**src/wcmd_pkg.sv**
```systemverilog
// shared constants, types and register codes of the 3x3 window convolver
package wcmd_pkg;

  localparam int MAX_WIDTH   = 1024;
  localparam int MAX_HEIGHT  = 1024;
  localparam int PIXEL_BITS  = 8;
  localparam int COL_BITS    = $clog2(MAX_WIDTH);
  localparam int ROW_BITS    = $clog2(MAX_HEIGHT);
  localparam int DIM_BITS    = 11;
  localparam int CFG_BITS    = 24;
  localparam int IDX_BITS    = 3;
  localparam int COEFF_BITS  = 8;
  localparam int SUM_BITS    = 20;
  localparam int PROD_BITS   = PIXEL_BITS + COEFF_BITS + 1;
  localparam int RSUM_BITS   = PROD_BITS + 2;
  localparam int TOTAL_BITS  = RSUM_BITS + 2;
  localparam int QUEUE_DEPTH = 4;
  localparam int QPTR_BITS   = $clog2(QUEUE_DEPTH);

  localparam logic [DIM_BITS-1:0] WIDTH_RESET  = DIM_BITS'(5);
  localparam logic [DIM_BITS-1:0] HEIGHT_RESET = DIM_BITS'(5);
  localparam logic [CFG_BITS-1:0] COEFF_TOP_RESET    = 24'h000100;
  localparam logic [CFG_BITS-1:0] COEFF_MID_RESET    = 24'h010101;
  localparam logic [CFG_BITS-1:0] COEFF_BOTTOM_RESET = 24'h000100;
  localparam logic [SUM_BITS-1:0] TARGET_RESET = SUM_BITS'(5);

  typedef enum logic [IDX_BITS-1:0] {
    RegImageWidth   = 3'd0,
    RegImageHeight  = 3'd1,
    RegCoeffTop     = 3'd2,
    RegCoeffMid     = 3'd3,
    RegCoeffBottom  = 3'd4,
    RegMatchTarget  = 3'd5
  } cfg_reg_e;

  typedef logic [PIXEL_BITS-1:0] pixel_t;

  typedef struct packed {
    logic [DIM_BITS-1:0] image_width;
    logic [DIM_BITS-1:0] image_height;
    logic [CFG_BITS-1:0] coeff_top;
    logic [CFG_BITS-1:0] coeff_mid;
    logic [CFG_BITS-1:0] coeff_bottom;
    logic [SUM_BITS-1:0] match_target;
  } cfg_t;

  typedef struct packed {
    pixel_t [2:0][2:0] px;
    logic              last;
  } win_word_t;

  typedef struct packed {
    logic empty;
    logic nearly_full;
  } q_status_t;

endpackage

```
**src/wcmd_back.sv**
```systemverilog
// back end: products, row sums, total and match flag, output register
module wcmd_back import wcmd_pkg::*; (
  input  logic                clk_i,
  input  logic                rst_ni,
  input  cfg_t                cfg_i,
  input  win_word_t           head_word_i,
  input  q_status_t           q_status_i,
  output logic                pop_o,
  output logic                out_valid_o,
  input  logic                out_stall_i,
  output logic [SUM_BITS-1:0] window_sum_o,
  output logic                match_o,
  output logic                last_o
);

  logic                        adv;
  logic                        vp_q, vr_q, out_valid_q;
  logic                        last_p_q, last_r_q;
  logic signed [PROD_BITS-1:0] prod_q [3][3];
  logic signed [RSUM_BITS-1:0] rsum_q [3];
  logic signed [TOTAL_BITS-1:0] total;
  logic [CFG_BITS-1:0]         coeff_rows [3];
  logic [SUM_BITS-1:0]         sum_q;
  logic                        match_q, last_q;

  assign adv   = !out_valid_q || !out_stall_i;
  assign pop_o = adv && !q_status_i.empty;

  assign coeff_rows[0] = cfg_i.coeff_top;
  assign coeff_rows[1] = cfg_i.coeff_mid;
  assign coeff_rows[2] = cfg_i.coeff_bottom;

  assign total = TOTAL_BITS'(rsum_q[0]) + TOTAL_BITS'(rsum_q[1]) + TOTAL_BITS'(rsum_q[2]);

  always_ff @(posedge clk_i or negedge rst_ni) begin
    if (!rst_ni) begin
      vp_q        <= 1'b0;
      vr_q        <= 1'b0;
      out_valid_q <= 1'b0;
    end else if (adv) begin
      vp_q        <= pop_o;
      vr_q        <= vp_q;
      out_valid_q <= vr_q;
    end
  end

  always_ff @(posedge clk_i) begin
    if (adv) begin
      for (int r = 0; r < 3; r++) begin
        for (int c = 0; c < 3; c++) begin
          prod_q[r][c] <= $signed({1'b0, head_word_i.px[r][c]})
                        * $signed(coeff_rows[r][COEFF_BITS*c +: COEFF_BITS]);
        end
        rsum_q[r] <= RSUM_BITS'(prod_q[r][0]) + RSUM_BITS'(prod_q[r][1])
                   + RSUM_BITS'(prod_q[r][2]);
      end
      last_p_q <= head_word_i.last;
      last_r_q <= last_p_q;
      sum_q    <= total[SUM_BITS-1:0];
      match_q  <= (total[SUM_BITS-1:0] == cfg_i.match_target);
      last_q   <= last_r_q;
    end
  end

  assign out_valid_o  = out_valid_q;
  assign window_sum_o = sum_q;
  assign match_o      = match_q;
  assign last_o       = last_q;

endmodule

```
**config.mk**
```make
export PLATFORM = sky130hd
export DESIGN_NAME = wcmd_back
export DESIGN_NICKNAME = d
export VERILOG_FILES = /design/src/wcmd_pkg.sv /design/src/wcmd_back.sv
export SDC_FILE = /design/constraint.sdc
export NUM_CORES = 2
export LEC_CHECK = 0
export BUFFER_PORTS_ARGS = -buffer_cell sky130_fd_sc_hd__buf_2
export CAP_MARGIN = 20
export CORE_ASPECT_RATIO = 1.5
export CORE_UTILIZATION = 60
export CTS_BUF_LIST = sky130_fd_sc_hd__clkbuf_8
export CTS_CLUSTER_SIZE = 10
export DETAILED_ROUTE_END_ITERATION = 10
export PLACE_DENSITY_LB_ADDON = 0.08
export SLEW_MARGIN = 20
export SYNTH_ARGS = -nofsm -noshare
export SYNTH_HDL_FRONTEND = slang
export SYNTH_SLANG_ARGS = --single-unit
export TNS_END_PERCENT = 30
```
**constraint.sdc**
```tcl
create_clock -name clk_i -period 7.2 [get_ports clk_i]
set_clock_uncertainty 0.1 [all_clocks]
set_input_delay 0.36 -clock clk_i [delete_from_list [all_inputs] [get_ports clk_i]]
set_output_delay 0.36 -clock clk_i [all_outputs]
set_load 0.02 [all_outputs]
```
==> summary.txt <==
Setup path
  – Critical path peak fanout: 6
  – Worst Path Arrival: 4780 ps
  – R2r setup slk: 2840 ps
  – CP delay by family, top: adder cells
  – Crit path capture type: flop
  – FF-to-FF path depth: 13
  – R2R Path End: match_o
  – Worst Path Buf+Inv: 5
  – CP required: 7350 ps
  – CP Cell Sequence: buf_2, inv_1, fa_1, fa_1, inv_1, fa_1, inv_1, fa_1, inv_1, ha_1, o21ai_0, a21boi_0, o21a_1, nor2_1, o21bai_1, a41oi_1, a21oi_1, xnor2_1
  – CP peak stage delay: 540 ps
  – CP Class: input pin to flop
  – R2r startpoint: rsum_q[0][20]
  – Crit path launch type: input pin
  – Highest-delay cell along the critical path: fa_1

Timing
  – Setup TNS: 0 ps
  – Actual slew at the worst max-slew pin: 984 ps
  – Fin. max-slew vios: 0
  – # setup viols final: 0
  – Slew HR: 0.344
  – Period Utilization, post-route: 0.642
  – RSZ-0062 raised after global routing: no
  – Final Hold Viols: 0
  – Max frequency: 216 MHz
  – Tmin final: 4620 ps

Detailed routing
  – Pre-antenna DRT Iters: 5
  – Antenna Violating Nets Remaining: 0
  – Drt initial violations: 821
  – Post-route DRC: 0
  – Vias: 21,600
  – Final WL: 65.8 mm
  – Mean routed wirelength per cell: 16.6 um
  – Vias per inst: 5.43

Hold path
  – Hold Path Depth: 2
  – Hold EP: vp_q
  – Hold Crit Class: input pin to flop
  – HP Start: out_stall_i

Floorplan
  – Initial Util: 0.607
  – Die width: 189 um
  – Row count: 102
  – Core footprint: 0.0517 mm^2
  – Io pins: 216
  – Die Y-Extent: 282 um
  – Full die area: 0.0532 mm^2

CTS
  – CTS tree: yes
  – # Post-CTS Setup Buffers: 0
  – Clock root cell: clkbuf_8
  – Bufs on Longest Clock Path: 3
  – H-tree depth reported by CTS: 2
  – Clock buffer count from CTS: 41
  – PostCTS Resize Cnt: 0
  – Latest clock arrival within the worst-skew pair: 550 ps
  – CTS Sinks: 237
  – Clk pin slew, worst setup/hold paths: 60 ps

Synthesis
  – Synth Instances: 3,036
  – Syn. warnings: 0
  – Main flop type after synthesis: edfxtp_1
  – Syn_nets: 4,091
  – Sequential share of the synthesized area: 0.226
  – Async S/R FF share, synth: 0.0127
  – Mean Syn Cell Area: 10.3 um^2
  – Yosys reg bits: 237
  – Yosys cell types: 65
  – EDFF count, synth: 234
  – Post-Syn Area: 0.0314 mm^2
  – Synth top area cells: fa_1 26%, edfxtp_1 22%, ha_1 18%
  – Synth top area share: 0.260
  – Cell taking the most area after synthesis: fa_1

Power
  – Total power divided by cell area: 487 mW/mm^2
  – Worst VDD drop: 458 uV
  – Leak Pwr: 0.0169 uW

Global route
  – Number of global-route vias before repair: 23,300
  – Global route total overflow: 0
  – Initial antenna violation count: 0
  – Largest net degree at the start of global routing: 78
  – First-pass GRT wire length: 111 mm
  – GRT Util Overall: 0.259

Finish
  – Final core utilization: 0.658
  – Commonest non-fill, non-tap cell in the layout: inv_1
  – Fraction of layout instances using a drive strength above 1: 0.0846
  – Non-Filler Instances: 3,973
  – Synthesis-to-finish area growth: 8.43%
  – Most frequent cells in the layout: 568 x inv_1, 456 x ha_1, 407 x fa_1, 372 x and2_1, 234 x edfxtp_1
  – Final #Nets: 4,321
  – Diode count: 0

Placed design
  – Gpl congestion: 0.879
  – Final HPWL DP: 55.9 mm
  – Post-Place Cells: 3,897
  – PortBufs: 192

Run status
  – Status: finished clean

Job
  – Max-cap violations: 0
[flip-flops by register name, indices dropped and copies added (netlist names)]
register	count
out_valid_o	1
match_o	1
last_o	1
rsum_q	57
window_sum_o	20
prod_q	153
last_p_q	1
last_r_q	1
vp_q	1
vr_q	1
[metal layers]
layer | up-vias | GRT usage | routed length, um
met5 | - | 0 | 0
met4 | 0 | 0.0658 | 1570
met3 | 104 | 0.0200 | 1710
met2 | 377 | 0.516 | 37000
met1 | 10800 | 0.295 | 25500
li1 | 10300 | - | -
[cell usage after synthesis, types with 11 or more instances]
library cell  number
a21boi_0          19
a21o_1            35
a21oi_1           83
and2_1           372
and3_1            15
edfxtp_1         234
fa_1             407
ha_1             456
inv_1            560
nand2_1          195
nand2b_1          40
nand3_1           25
nor2_1           145
nor2b_1           30
nor3_1            38
o21a_1            20
o21ai_0           45
o311a_1           11
or2_2             15
or3_1             14
xnor2_1          113
xor2_1            48
[report_power, final]
group | leakage, uW | switching (uW) | internal, uW
registers | 0.00241 | 455 | 3000
clock network | 0.000453 | 548 | 714
logic | 0.0140 | 6630 | 5200
[how the worst max path moves through the flow]
stage | startpoint | to | slack, ps | depth (start not counted)
global route | cfg_i[35] | prod_q[2][33] | 2330 | 18
global placement | cfg_i[35] | prod_q[2][33] | 2060 | 18
CTS | cfg_i[35] | prod_q[2][33] | 2550 | 18
floorplan | out_valid_o | vr_q | 790 | 2
detailed placement | cfg_i[35] | prod_q[2][33] | 1990 | 18
finish | cfg_i[35] | prod_q[2][33] | 2580 | 18
[cells by family after synthesis]
logic type,share of synthesized area
simple gates,0.150
flops,0.226
buf+inv,0.0685
xor+xnor,0.0471
mux,0.00303
fa+ha+maj,0.442
compound gates,0.0632
[cell type report]
type                       count  area, um^2
multi-input combinational   2229       22100
fill                        4254       17700
sequential                   237        7100
inverter                     560        2100
timing repair buffer         197        1000
tap                          676         846
clock buffer                  41         564
clock inverter                33         272
[stage by stage]
| step | hold slack, ps | setup WS (ps) | total power, uW | area, um^2 |
|---|---|---|---|---|
| finish | 25.8 | 2580 | 16600 | 34000 |
| global route | 27.0 | 2330 | 18200 | 34000 |
| CTS | 2.51 | 2550 | 16700 | 34000 |
| detailed placement | 59.9 | 1990 | 15300 | 33200 |
| global placement | 54.4 | 2060 | 15100 | 33200 |
| floorplan | -35.6 | 793 | 12500 | 31400 |
[what timing repair did]
| item | in CTS | in global routing |
|---|---|---|
| setup endpoints to repair | 0 | 0 |
| endpoints found under the hold margin | 4 | 0 |
| hold buffers | 2 | 0 |
Power figures use the tool's default switching activity.
