<file path="config.mk">
export PLATFORM = sky130hd
export DESIGN_NAME = wcmd_fifo
export DESIGN_NICKNAME = d
export VERILOG_FILES = /design/src/wcmd_pkg.sv /design/src/wcmd_fifo.sv
export SDC_FILE = /design/constraint.sdc
export NUM_CORES = 1
export LEC_CHECK = 0
export ABC_AREA = 1
export BUFFER_PORTS_ARGS = -buffer_cell sky130_fd_sc_hd__buf_4
export CAP_MARGIN = 20
export CORE_MARGIN = 8
export CORE_UTILIZATION = 58
export CTS_CLUSTER_DIAMETER = 120
export DETAILED_ROUTE_END_ITERATION = 10
export PLACE_DENSITY = 0.87
export SLEW_MARGIN = 20
export SYNTH_ARGS = -nofsm -noshare
export SYNTH_HDL_FRONTEND = slang
export SYNTH_SLANG_ARGS = --single-unit
</file>
<file path="constraint.sdc">
create_clock -name clk_i -period 2.9 [get_ports clk_i]
set_input_delay 0.435 -clock clk_i [delete_from_list [all_inputs] [get_ports clk_i]]
set_output_delay 0.435 -clock clk_i [all_outputs]
set_load 0.05 [all_outputs]
</file>
<file path="src/wcmd_pkg.sv">
// shared constants, types and register codes of the 3x3 window convolver
package wcmd_pkg;

  localparam int MAX_WIDTH   = 1024;
  localparam int MAX_HEIGHT  = 1024;
  localparam int PIXEL_BITS  = 8;
  localparam int COL_BITS    = $clog2(MAX_WIDTH);
  localparam int ROW_BITS    = $clog2(MAX_HEIGHT);
  localparam int DIM_BITS    = 11;
  localparam int CFG_BITS    = 24;
  localparam int IDX_BITS    = 3;
  localparam int COEFF_BITS  = 8;
  localparam int SUM_BITS    = 20;
  localparam int PROD_BITS   = PIXEL_BITS + COEFF_BITS + 1;
  localparam int RSUM_BITS   = PROD_BITS + 2;
  localparam int TOTAL_BITS  = RSUM_BITS + 2;
  localparam int QUEUE_DEPTH = 4;
  localparam int QPTR_BITS   = $clog2(QUEUE_DEPTH);

  localparam logic [DIM_BITS-1:0] WIDTH_RESET  = DIM_BITS'(5);
  localparam logic [DIM_BITS-1:0] HEIGHT_RESET = DIM_BITS'(5);
  localparam logic [CFG_BITS-1:0] COEFF_TOP_RESET    = 24'h000100;
  localparam logic [CFG_BITS-1:0] COEFF_MID_RESET    = 24'h010101;
  localparam logic [CFG_BITS-1:0] COEFF_BOTTOM_RESET = 24'h000100;
  localparam logic [SUM_BITS-1:0] TARGET_RESET = SUM_BITS'(5);

  typedef enum logic [IDX_BITS-1:0] {
    RegImageWidth   = 3'd0,
    RegImageHeight  = 3'd1,
    RegCoeffTop     = 3'd2,
    RegCoeffMid     = 3'd3,
    RegCoeffBottom  = 3'd4,
    RegMatchTarget  = 3'd5
  } cfg_reg_e;

  typedef logic [PIXEL_BITS-1:0] pixel_t;

  typedef struct packed {
    logic [DIM_BITS-1:0] image_width;
    logic [DIM_BITS-1:0] image_height;
    logic [CFG_BITS-1:0] coeff_top;
    logic [CFG_BITS-1:0] coeff_mid;
    logic [CFG_BITS-1:0] coeff_bottom;
    logic [SUM_BITS-1:0] match_target;
  } cfg_t;

  typedef struct packed {
    pixel_t [2:0][2:0] px;
    logic              last;
  } win_word_t;

  typedef struct packed {
    logic empty;
    logic nearly_full;
  } q_status_t;

endpackage

</file>
<file path="src/wcmd_fifo.sv">
// short queue of window words between front and back end
module wcmd_fifo import wcmd_pkg::*; (
  input  logic      clk_i,
  input  logic      rst_ni,
  input  logic      push_i,
  input  win_word_t push_word_i,
  input  logic      pop_i,
  output win_word_t head_word_o,
  output q_status_t status_o
);

  win_word_t            mem_q [QUEUE_DEPTH];
  logic [QPTR_BITS-1:0] wr_ptr_q, rd_ptr_q;
  logic [QPTR_BITS:0]   count_q;

  always_ff @(posedge clk_i or negedge rst_ni) begin
    if (!rst_ni) begin
      wr_ptr_q <= '0;
      rd_ptr_q <= '0;
      count_q  <= '0;
    end else begin
      if (push_i) begin
        wr_ptr_q <= wr_ptr_q + QPTR_BITS'(1);
      end
      if (pop_i) begin
        rd_ptr_q <= rd_ptr_q + QPTR_BITS'(1);
      end
      case ({push_i, pop_i})
        2'b10:   count_q <= count_q + (QPTR_BITS+1)'(1);
        2'b01:   count_q <= count_q - (QPTR_BITS+1)'(1);
        default: count_q <= count_q;
      endcase
    end
  end

  always_ff @(posedge clk_i) begin
    if (push_i) begin
      mem_q[wr_ptr_q] <= push_word_i;
    end
  end

  // two slots kept back: front end's second-stage word and the word being accepted
  assign head_word_o          = mem_q[rd_ptr_q];
  assign status_o.empty       = (count_q == '0);
  assign status_o.nearly_full = (count_q >= (QPTR_BITS+1)'(QUEUE_DEPTH - 2));

endmodule

</file>
==> metrics.txt, run 1 <==
hold buffer count at cts 1; drt first pass iters 5; final core area utilization 68.6%; unrepaired setup endpoints after global routing false; grt ovf 0; max-cap violations 0; Slew Limit Fails 0; fin crit share 87.2%; IR drop worst, VDD 910 uV; synth unique cells 19; port bufs 151; final hold viol count 0; Mapped Cells 901; WS Path Type reg -> out; row cnt 53; nets@finish 1,134; most frequent cells in the layout edfxtp_1, nand2_1, buf_4, inv_1, o211ai_1; Worst Path Buf+Inv 3; final setup violation count 0; Power Dens Cells 1210 nW/um2; Tightest Pin Transition 502 ps; CTS tree built; Net Sw Power 7370 uW; initial antenna violation count 0; hold path depth 1; H-tree depth 1; Final Skew 9.33 ps; Reg power frac 34.3%; vias in the first global route 7,405; Leakage 0.00574 uW; Max stage delay on crit path 460 ps; clk buf depth 3; Slowest cell on crit path dfrtp_4; Mapped Nets 984; DR vias 7,116; reg2reg path depth 5; GRT Util Overall 18.2%; hpwl dp 14,600 um; Fill cells 1,366; Worst setup EP type output pin; layout cells sized above 1 20.1%; clock latency on the worst-skew pair 530 ps; Synth Flop Type edfxtp_1; Net Sw Frac 43.0%; run status finished, final reports clean; overall power 17,200 uW; largest net degree at the start of global routing 109; Synth warnings 0; crit-path cells buf_12, buf_4, nand2_1, o211ai_1, nand2_1, buf_4; Top delay family on crit path buffers and inverters; DP Worst Slack 910 ps; Clock Tree Root clkbuf_16; crit path max fanout 40; EDFF count, synth 292; drt drc 0; Clk pin slew, worst setup/hold paths 70 ps; Hold WS 107 ps; FF+latch count, synth 299; Period minus WS final 2530 ps; Post-DRT Antenna Nets 0; Setup WS post-layout 372 ps; Arrival @ worst endpoint 2090 ps; CTS resizes 0; Hold Path Class in -> reg; Ports 152; Syn Area/Cell 13.4 um2; via/cell ratio 5.28; wire length per cell 17.8 um; Mapped Area 12,100 um2; area delta synth->final 17.6%; first-pass GRT wire length 37,800 um; Sink Count 299; Clock Power Share 20.2%; Worst EP required 2470 ps; die span in x 160 um; Worst setup SP type flip-flop; most common cell after layout, fill and taps aside edfxtp_1; Max Fclk 396 MHz; gp weighted congestion 0.705; core box area 20,800 um2; chip height 160 um; Initial Utilization 58.3%; cts bufs inserted 29; Iter 0 DRT Violations 548; Setup Buffers After CTS 0; combinational share of power 45.5%; drt total wl 23,900 um; setup TNS 0 ps; max_slew headroom 66.5%; Async S/R FF share, synth 2.34%; die area 25,700 um2; register area share after synthesis 73.9%; ant diodes 0; Stages on worst setup path 6; Power Internal 9780 uW
## final timing paths
| path | slack [ps] | start | endpoint |
|---|---|---|---|
| min reg2reg | 490 | count_q[2] | count_q[2] |
| min | 110 | push_word_i[59] | mem_q[3][59] |
| min in group asynchronous | 270 | rst_ni | count_q[2] |
| max in group asynchronous | 2470 | rst_ni | rd_ptr_q[1] |
| max reg2reg | 1100 | wr_ptr_q[0] | mem_q[0][36] |
| max | 370 | rd_ptr_q[0] | head_word_o[29] |
## layer usage
layer	GRT usage, %	up-vias	routed length (um)
li1	-	3411	-
met1	21.0	3392	9110
met2	33.2	268	12400
met3	4.30	45	1930
met4	5.35	0	505
met5	0	-	0
## kinds of logic after synthesis
logic type,after synthesis,share of synthesized area (%)
AO/OA/AOI/OAI,148,9.18
XOR/XNOR,4,0.289
adder cells (fa/ha/maj),6,0.682
buffers and inverters,210,8.67
flip-flops,299,73.9
AND/OR/NAND/NOR,234,7.29
## cells in the mapped netlist (2+ instances only)
cell      number  area share, %
edfxtp_1     292             72
nand2_1      231            7.2
inv_1        160            5.0
o211ai_1     145            9.0
buf_6         27            2.5
buf_2         18           0.74
dfrtp_1        7            1.4
ha_1           5           0.52
xor2_1         3           0.22
buf_12         2           0.33
clkbuf_1       2          0.062
o21ai_0        2          0.083
## state kept, by name, summed over array words and instances (netlist names)
register / count
count_q: 3
mem_q: 292
rd_ptr_q: 2
wr_ptr_q: 2
## cell type report
class | count | area [um2] | share of cell area [%]
multi-input cells | 392 | 2110 | 14.8
clock buffers | 35 | 748 | 5.26
repair buffers | 169 | 1350 | 9.46
inverters | 160 | 606 | 4.26
flip-flops and latches | 299 | 8950 | 62.9
well taps | 275 | 344 | 2.42
clock inverters | 17 | 126 | 0.888
## power groups by stage
| stage | registers (uW) | logic [uW] | clock network, uW |
|---|---|---|---|
| 6_report | 5880 | 7800 | 3470 |
| 5_1_grt | 5940 | 8350 | 3680 |
| 4_1_cts | 5880 | 7910 | 3520 |
| 3_5_place_dp | 5970 | 7850 | 0 |
| 3_3_place_gp | 5920 | 7690 | 0 |
| 2_1_floorplan | 5930 | 5880 | 0 |
## through the flow
step,instance area (um2),std cells
floorplan,12100,901
global placement,13300,1294
detailed placement,13300,1294
CTS,14200,1347
global route,14200,1347
finish,14200,1347
No activity file was read; power rests on OpenSTA's default activity.
==> inputs of run 2 (changes only) <==
--- a/config.mk
+++ b/config.mk
@@ -12,7 +12,7 @@
 export CORE_UTILIZATION = 58
 export CTS_CLUSTER_DIAMETER = 120
 export DETAILED_ROUTE_END_ITERATION = 10
-export PLACE_DENSITY = 0.87
+export PLACE_DENSITY = 0.8
 export SLEW_MARGIN = 20
 export SYNTH_ARGS = -nofsm -noshare
 export SYNTH_HDL_FRONTEND = slang
==> run 2 against run 1 <==
- non-clock buffer count is 1 higher
- clock-buffer cell count is 4 higher
- maximum frequency is 8.0% lower
- first-iteration DRC count is 7.7% lower
- die area stayed put
- largest cell class unchanged
- largest power group unchanged
- combinational power is 2% lower
==> metrics.txt, run 2 (synthesis results as in run 1) <==
run status finished, final reports clean (unchanged); hpwl dp 14,000 um (was 14,600 um); Slowest cell on crit path dfrtp_4 (unchanged); port bufs 151 (unchanged); Slew Limit Fails 0 (unchanged); Clk pin slew, worst setup/hold paths 60 ps (was 70 ps); fin crit share 94.8% (was 87.2%); ant diodes 0 (unchanged); setup TNS 0 ps (unchanged); grt ovf 0 (unchanged); gp weighted congestion 0.702 (was 0.705); initial antenna violation count 0 (unchanged); total placed cells including tap cells 1,295 (was 1,294); core box area 20,800 um2 (unchanged); Tightest Pin Transition 901 ps (was 502 ps); Period minus WS final 2750 ps (was 2530 ps); clock latency on the worst-skew pair 540 ps (was 530 ps); r2r setup slk 910 ps (was 1100 ps); Regs by FF count mem_q (292), count_q (3) (unchanged); Max stage delay on crit path 880 ps (was 460 ps); final setup violation count 0 (unchanged); die span in x 160 um (unchanged); Final Skew 16.7 ps (was 9.33 ps); non-filler cells, final 1,351 (was 1,347); nets@finish 1,136 (was 1,134); CTS resizes 0 (unchanged); final core area utilization 69.0% (was 68.6%); Power Dens Cells 1210 nW/um2 (about the same); clk buf depth 3 (unchanged); Clock Tree Root clkbuf_16 (unchanged); crit-path cells buf_12, o211ai_1, nand2_1, buf_4 (was buf_12, buf_4, nand2_1, o211ai_1, nand2_1, buf_4); max_slew headroom 39.9% (was 66.5%); layout cells sized above 1 20.4% (was 20.1%); GRT Util Overall 17.9% (was 18.2%); area delta synth->final 18.4% (was 17.6%); most common cell after layout, fill and taps aside edfxtp_1 (unchanged); crit path max fanout 74 (was 40); Worst Path Buf+Inv 2 (was 3); CTS tree built (unchanged); Hold Path Class in -> reg (unchanged); most frequent cells in the layout edfxtp_1, nand2_1, buf_4, inv_1, o211ai_1 (unchanged); drt first pass iters 4 (was 5); via/cell ratio 5.24 (was 5.28); Hold WS 87.7 ps (was 107 ps); overall power 17,400 uW (was 17,200 uW); drt drc 0 (unchanged); chip height 160 um (unchanged); row cnt 53 (unchanged); Arrival @ worst endpoint 2310 ps (was 2090 ps); cts bufs inserted 30 (was 29); reg2reg end mem_q[0][17] (was mem_q[0][36]); Hold Crit Endpoint mem_q[3][61] (was mem_q[3][59]); Most flops, register mem_q (unchanged); Sink Count 299 (unchanged); Post-DRT Antenna Nets 0 (unchanged); Worst setup SP type flip-flop (unchanged); R2R Path Start wr_ptr_q[0] (unchanged); final hold viol count 0 (unchanged); Setup Buffers After CTS 0 (unchanged); Hold Path Origin push_word_i[61] (was push_word_i[59]); Max Fclk 364 MHz (was 396 MHz); Ports 152 (unchanged); WS Path Type reg -> out (unchanged); Iter 0 DRT Violations 506 (was 548); drt total wl 23,300 um (was 23,900 um); max reg flops 292 (unchanged); reg2reg path depth 5 (unchanged); DR vias 7,073 (was 7,116); wire length per cell 17.3 um (was 17.8 um); Initial Utilization 58.3% (unchanged); die area 25,700 um2 (unchanged); Leakage 0.00579 uW (was 0.00574 uW); H-tree depth 1 (unchanged); Fill cells 1,385 (was 1,366); largest net degree at the start of global routing 75 (was 109); Top delay family on crit path flip-flops (was buffers and inverters); max-cap violations 0 (unchanged); hold buffer count at cts 1 (unchanged); first-pass GRT wire length 37,000 um (was 37,800 um); Worst EP required 2470 ps (about the same); vias in the first global route 7,278 (was 7,405); hold path depth 1 (unchanged); Worst setup EP type output pin (unchanged); unrepaired setup endpoints after global routing false (unchanged); IR drop worst, VDD 821 uV (was 910 uV)
[run 2: cell types whose count changed in the layout (fill, tap and decap cells not counted), moves of 2 or more]
cell | previous run | this run
clkbuf_1 | 6 | 8
clkinv_4 | 0 | 2
clkbuf_16 | 29 | 31
clkinv_1 | 7 | 5
clkinv_2 | 12 | 9
[run 2: power by group]
group | internal [uW] | total (uW) | switching [uW]
clock network | 2220 | 3730 | 1500
logic | 2110 | 7650 | 5530
registers | 5660 | 5990 | 329
[run 2: routing by layer]
metal,GRT usage (%),part of all wire [%]
met1,20.9,39
met2,32.7,53
met3,3.79,6.1
met4,4.84,2.1
met5,0,0
[run 2: area by class of cell]
type	instances	area (um2)	area share, %
clock buffers	39	806	5.62
clock inverters	16	160	1.12
inverters	160	606	4.23
multi-input cells	392	2110	14.7
flip-flops and latches	299	8950	62.5
well taps	275	344	2.40
repair buffers	170	1350	9.45
[run 2: worst max path at each step]
| stage | startpoint | end | cells after the start |
|---|---|---|---|
| final | rd_ptr_q[0] | head_word_o[28] | 4 |
| after global routing | rd_ptr_q[0] | head_word_o[33] | 5 |
| after CTS | rd_ptr_q[0] | head_word_o[28] | 4 |
| after detailed placement | rd_ptr_q[0] | head_word_o[28] | 4 |
| after global placement | rd_ptr_q[0] | head_word_o[15] | 4 |
| after floorplan | push_i | mem_q[3][0] | 3 |
[run 2: through the flow]
| stage | worst slack, ps | instance area, um2 |
|---|---|---|
| final | 150 | 14300 |
| after CTS | 121 | 14300 |
| after global routing | 2.30 | 14300 |
| after global placement | 754 | 13400 |
| after floorplan | 307 | 12100 |
| after detailed placement | 701 | 13400 |
